### src/hdl/plid_pkg.sv
package plid_pkg;

	typedef enum logic [2:0] {
		OP_INS_FRONT = 3'd0,
		OP_INS_BACK  = 3'd1,
		OP_INS_POS   = 3'd2,
		OP_DEL_FRONT = 3'd3,
		OP_DEL_BACK  = 3'd4,
		OP_DEL_POS   = 3'd5
	} op_t;

	typedef enum logic [1:0] {
		ST_OK     = 2'd0,
		ST_REJECT = 2'd1,
		ST_FULL   = 2'd2
	} status_t;

	localparam int POS_W   = 8;
	localparam int VAL_W   = 32;
	localparam int COUNT_W = 5;

	typedef struct packed {
		op_t                       opcode;
		logic [POS_W-1:0]          position;
		logic signed [VAL_W-1:0]   value;
	} cmd_t;

	typedef struct packed {
		status_t                   status;
		logic [COUNT_W-1:0]        entry_count;
	} rsp_t;

	typedef struct packed {
		logic                      ins;
		logic                      del;
		logic [POS_W-1:0]          idx;
	} shift_ctl_t;

endpackage

### src/hdl/positional_list_insert_delete_core.sv
// Ordered list of up to CAPACITY signed 32-bit values, one storage cell per entry.
// A command is presented on cmd with start high; it is taken at the clock edge
// where start is high and busy is low. Busy never rises, so one command can be
// taken in every cycle.
// Each command produces exactly one result on rsp, marked by done for one cycle,
// in the cycle after the command is taken, and throughput is one command per
// cycle. The result carries the status (done, rejected for an empty list, a bad
// position or an unknown opcode, or list full) and the entry count afterwards.
// On each accepted insert or delete, every cell compares its own index with the
// target index and loads from its left neighbor, its right neighbor or the
// inserted value, or holds, so the whole shift completes at the accepting edge.
// Reset clears the entry count and the result strobe; the cells keep whatever
// they held, since only occupied entries are ever moved into the live range.
// The receiver cannot stall; a result must be captured in the cycle done is high.
module positional_list_insert_delete_core #(
	parameter int CAPACITY = 16
) (
	input  logic            clk,
	input  logic            arst_n,
	input  logic            start,
	output logic            busy,
	input  plid_pkg::cmd_t  cmd,
	output logic            done,
	output plid_pkg::rsp_t  rsp
);
	import plid_pkg::*;

	localparam int CNT_W = $clog2(CAPACITY + 1);

	logic [CNT_W-1:0]         occ_q;
	logic [CNT_W-1:0]         occ_nxt;
	logic                     done_q;
	status_t                  status_q;
	logic [COUNT_W-1:0]       count_q;
	status_t                  status_nxt;
	shift_ctl_t               ctl;
	logic                     accept;
	logic                     full;
	logic [8:0]               occ9;
	logic [8:0]               pos9;
	logic [8:0]               occ_m1;
	logic [CNT_W+COUNT_W-1:0] occ_wide;
	logic signed [VAL_W-1:0]  entries [CAPACITY];

	assign busy   = 1'b0;
	assign accept = start && !busy;
	assign occ9   = 9'(occ_q);
	assign pos9   = {1'b0, cmd.position};
	assign occ_m1 = occ9 - 9'd1;
	assign full   = occ9 >= 9'(CAPACITY);

	always_comb begin
		ctl        = '0;
		status_nxt = ST_REJECT;
		occ_nxt    = occ_q;
		case (cmd.opcode)
			OP_INS_FRONT: begin
				if (full) begin
					status_nxt = ST_FULL;
				end else begin
					status_nxt = ST_OK;
					ctl.ins    = 1'b1;
					ctl.idx    = '0;
				end
			end
			OP_INS_BACK: begin
				if (full) begin
					status_nxt = ST_FULL;
				end else begin
					status_nxt = ST_OK;
					ctl.ins    = 1'b1;
					ctl.idx    = occ9[POS_W-1:0];
				end
			end
			OP_INS_POS: begin
				if (pos9 == 9'd0 || pos9 > occ9 + 9'd1) begin
					status_nxt = ST_REJECT;
				end else if (full) begin
					status_nxt = ST_FULL;
				end else begin
					status_nxt = ST_OK;
					ctl.ins    = 1'b1;
					ctl.idx    = cmd.position - 8'd1;
				end
			end
			OP_DEL_FRONT: begin
				if (occ9 != 9'd0) begin
					status_nxt = ST_OK;
					ctl.del    = 1'b1;
					ctl.idx    = '0;
				end
			end
			OP_DEL_BACK: begin
				if (occ9 != 9'd0) begin
					status_nxt = ST_OK;
					ctl.del    = 1'b1;
					ctl.idx    = occ_m1[POS_W-1:0];
				end
			end
			OP_DEL_POS: begin
				if (pos9 != 9'd0 && pos9 <= occ9) begin
					status_nxt = ST_OK;
					ctl.del    = 1'b1;
					ctl.idx    = cmd.position - 8'd1;
				end
			end
			default: begin
				status_nxt = ST_REJECT;
			end
		endcase
		if (!accept) begin
			ctl.ins = 1'b0;
			ctl.del = 1'b0;
		end
		if (ctl.ins) begin
			occ_nxt = occ_q + CNT_W'(1);
		end else if (ctl.del) begin
			occ_nxt = occ_q - CNT_W'(1);
		end
	end

	assign occ_wide = {{COUNT_W{1'b0}}, occ_nxt};

	always_ff @(posedge clk or negedge arst_n) begin
		if (!arst_n) begin
			occ_q  <= '0;
			done_q <= 1'b0;
		end else begin
			occ_q  <= occ_nxt;
			done_q <= accept;
		end
	end

	always_ff @(posedge clk) begin
		if (accept) begin
			status_q <= status_nxt;
			count_q  <= occ_wide[COUNT_W-1:0];
		end
	end

	for (genvar i = 0; i < CAPACITY; i++) begin : g_cell
		logic signed [VAL_W-1:0] left_v;
		logic signed [VAL_W-1:0] right_v;
		if (i == 0) begin : g_first
			assign left_v = entries[i];
		end else begin : g_mid_l
			assign left_v = entries[i-1];
		end
		if (i == CAPACITY - 1) begin : g_last
			assign right_v = entries[i];
		end else begin : g_mid_r
			assign right_v = entries[i+1];
		end
		plid_cell #(
			.CELL_IDX(i)
		) u_cell (
			.clk      (clk),
			.ctl      (ctl),
			.ins_value(cmd.value),
			.left     (left_v),
			.right    (right_v),
			.entry    (entries[i])
		);
	end

	assign done            = done_q;
	assign rsp.status      = status_q;
	assign rsp.entry_count = count_q;

endmodule

### src/hdl/plid_cell.sv
module plid_cell #(
	parameter int CELL_IDX = 0
) (
	input  logic                           clk,
	input  plid_pkg::shift_ctl_t           ctl,
	input  logic signed [plid_pkg::VAL_W-1:0] ins_value,
	input  logic signed [plid_pkg::VAL_W-1:0] left,
	input  logic signed [plid_pkg::VAL_W-1:0] right,
	output logic signed [plid_pkg::VAL_W-1:0] entry
);
	import plid_pkg::*;

	localparam logic [POS_W-1:0] MY_IDX = CELL_IDX[POS_W-1:0];

	logic signed [VAL_W-1:0] entry_q;

	always_ff @(posedge clk) begin
		if (ctl.ins) begin
			if (MY_IDX > ctl.idx) begin
				entry_q <= left;
			end else if (MY_IDX == ctl.idx) begin
				entry_q <= ins_value;
			end
		end else if (ctl.del) begin
			if (MY_IDX >= ctl.idx) begin
				entry_q <= right;
			end
		end
	end

	assign entry = entry_q;

endmodule
### config.mk
export PLATFORM = sky130hd
export DESIGN_NAME = positional_list_insert_delete_core
export DESIGN_NICKNAME = d
export VERILOG_FILES = /design/src/hdl/plid_pkg.sv /design/src/hdl/positional_list_insert_delete_core.sv /design/src/hdl/plid_cell.sv
export SDC_FILE = /design/constraint.sdc
export NUM_CORES = 1
export LEC_CHECK = 0
export ABC_CLOCK_PERIOD_IN_PS = 3090
export BUFFER_PORTS_ARGS = -buffer_cell sky130_fd_sc_hd__buf_4
export CORE_ASPECT_RATIO = 1.2
export CORE_UTILIZATION = 44
export CTS_CLUSTER_SIZE = 8
export DETAILED_ROUTE_END_ITERATION = 10
export MAX_ROUTING_LAYER = met4
export PLACE_DENSITY = 0.8
export SKIP_CTS_REPAIR_TIMING = 1
export SYNTH_ARGS = -nofsm -noshare
export SYNTH_HDL_FRONTEND = slang
export SYNTH_HIERARCHICAL = 1
export SYNTH_SLANG_ARGS = --single-unit
### constraint.sdc
create_clock -name clk -period 3.09 [get_ports clk]
set_input_delay 0.618 -clock clk [delete_from_list [all_inputs] [get_ports clk]]
set_output_delay 0.618 -clock clk [all_outputs]
set_load 0.01 [all_outputs]
==> run metrics <==
Post-synth ARST share 0.462; DRT iter0 DRCs 7; GRT busiest layer met2; Pwr Total 885 µW; Worst Path Max Fanout 5; CTS tree yes; total I/O pin count between 50 and 60; cts bufs inserted 3; Max-Cap Viols 0; Post-synth EDFFs 7; # H-tree levels 1; clock transition at the registers of the reported paths roughly 0.070 ns; critical path arrival 2.83 ns; Pwr Density 736 nW/µm²; Die H around 54 µm; final worst-path cycle share 0.914; Final Net Count 183; GRT Overall Usage 0.177; Synth cell types 39; Yosys top cell by area edfxtp_1; via count approximately 810; yosys warns 6; deepest clock path buffer count 2; grt total ovfl 0; worst-skew pair later-pin latency 0.26 ns; WL/cell between 10 and 15 µm; Final HPWL DP roughly 1500 µm; largest net degree at the start of global routing 13; Root Driver clkbuf_4; maximum vdd drop between 0.4 and 0.5 mV; crit path time final roughly 2.8 ns; row cnt 18; P_leak roughly 0.00051 µW; initial antenna violation count 0; grt met2 use 0.307; GR Util met1 0.218; clock sink total 13; CP Capture Type flip-flop; syn_area_per_cell 9.88 µm²; final-report hold violation count 0; FMAX about 350 MHz; sequential cell area fraction in the yosys report 0.365; Syn-to-layout area delta 21.6%; CP Class reg -> reg; Die Footprint 2440 µm²; number of global-route vias before repair ~730; Setup Skew between 0.0008 and 0.0009 ns; Buffers on Ports 21; setup tns final 0 ns; Post-Synthesis Net Count ~160; Total Routed Length approximately 1900 µm; Starting Density 0.472; # diodes 0; Final Max Tran Viols 0; met3 Use GR 0.0101; global-route wire length before repair ~3000 µm; final setup fails 0; Chip Width approximately 45 µm; share of cells above drive strength 1 0.236; Worst EP required 3.10 ns; Vias per Instance roughly 5.3; drt pass-1 iters 4; Top FF cell, synth edfxtp_1; outcome finished, final reports clean; RSZ-0062 raised after global routing false; Synth top area share 0.213; Routed Antenna Nets 0; FF+latch count, synth 13; GPL Wtd Cong a little under 0.8; mapped cell area approximately 990 µm²; Startpoint Class flip-flop; Cells after Synth 100; Core ar. 2090 µm²; Hold Path Class in -> async; DRC viols 0; Synth area leaders edfxtp_1, ha_1, dfrtp_1
[critical path: stages (launching register included)]
cell and delay (ns):
dfrtp_1 0.45, inv_1 0.12, nor3_1 0.26, nand3_1 0.13, ha_1 0.32, a2111oi_0 0.42, o21ai_0 0.18, nand4b_1 0.24
nand2_1 0.19, a22oi_1 0.11, xnor2_1 0.15
[per-stage QoR]
step,instances,utilization,hold slack [ns],worst slack (ns),cell area (µm²)
2_1_floorplan,100,-,0.322,0.518,988
3_3_place_gp,149,0.562,0.428,0.420,1180
3_5_place_dp,149,0.562,0.429,0.322,1180
4_1_cts,153,0.574,0.138,0.288,1200
5_1_grt,153,0.574,0.131,0.0864,1200
6_report,153,0.574,0.146,0.267,1200
[area by class of cell]
| cell class | count | area (µm²) |
|---|---|---|
| clock buffers | 4 | 26.3 |
| inverters | 7 | 26.3 |
| flip-flops and latches | 13 | 360 |
| multi-input cells | 77 | 587 |
| well taps | 30 | 37.5 |
| fillers | 194 | 892 |
| repair buffers | 22 | 165 |
[cell families after synthesis]
logic type      synth area share
simple gates               0.216
compound gates             0.146
fa+ha+maj                  0.165
flops                      0.365
buf+inv                   0.0418
xor+xnor                  0.0532
other cells              0.00379
mux                       0.0101
[where the power goes]
| part | leakage, µW | total, µW | internal (µW) | switching, µW |
|---|---|---|---|---|
| clock | 0.0000150 | 97.0 | 49.9 | 47.1 |
| combinational | 0.000354 | 467 | 222 | 245 |
| sequential | 0.000142 | 321 | 259 | 61.9 |
[path summary, 6_finish.rpt]
check | from | end | slack [ns] | depth (start not counted)
max in group asynchronous | arst_n | occ_q[4] | 2.83 | 1
setup / recovery | occ_q[0] | count_q[3] | 0.27 | 10
min in group clk | start | done | 0.57 | 1
setup reg to reg | occ_q[0] | count_q[3] | 0.27 | 10
hold reg to reg | occ_q[0] | occ_q[0] | 0.61 | 1
hold / removal | arst_n | occ_q[2] | 0.15 | 1
[synth_stat cells, drive strengths merged (2+ instances only)]
cell	instances
o21ai	3
clkbuf	2
nor3	3
nand2b	2
nand4b	2
dfrtp	6
nor4	3
a22oi	2
nor2b	2
a31oi	3
inv	7
nor2	7
edfxtp	7
ha	13
nand3	4
nand2	5
a21oi	5
xnor2	6
[state kept, by name, summed over array words and instances, names as in the netlist]
signal,flops
done,1
occ_q,5
status_q,2
count_q,5
[metal layers]
metal / vias up / routed length (µm)
li1: 416 / -
met3: 2 / 40
met4: 0 / 7
met1: 377 / 880
met2: 19 / 932
met5: - / 0
[layout by cell type (no fill, tap or decap), types with 2 or more instances in the layout]
cell type and count:
buf_4 22, ha_1 13, inv_1 7, nor2_1 7, edfxtp_1 7, xnor2_1 6, dfrtp_1 6, nand2_1 5
a21oi_1 5, nand3_1 4, a31oi_1 3, clkbuf_4 3, nor3_1 2, o21ai_0 2, nor2b_1 2, nor4_1 2
nand2b_1 2, nand4b_1 2, a22oi_1 2
Note: power is estimated with default switching activity, not from simulation.
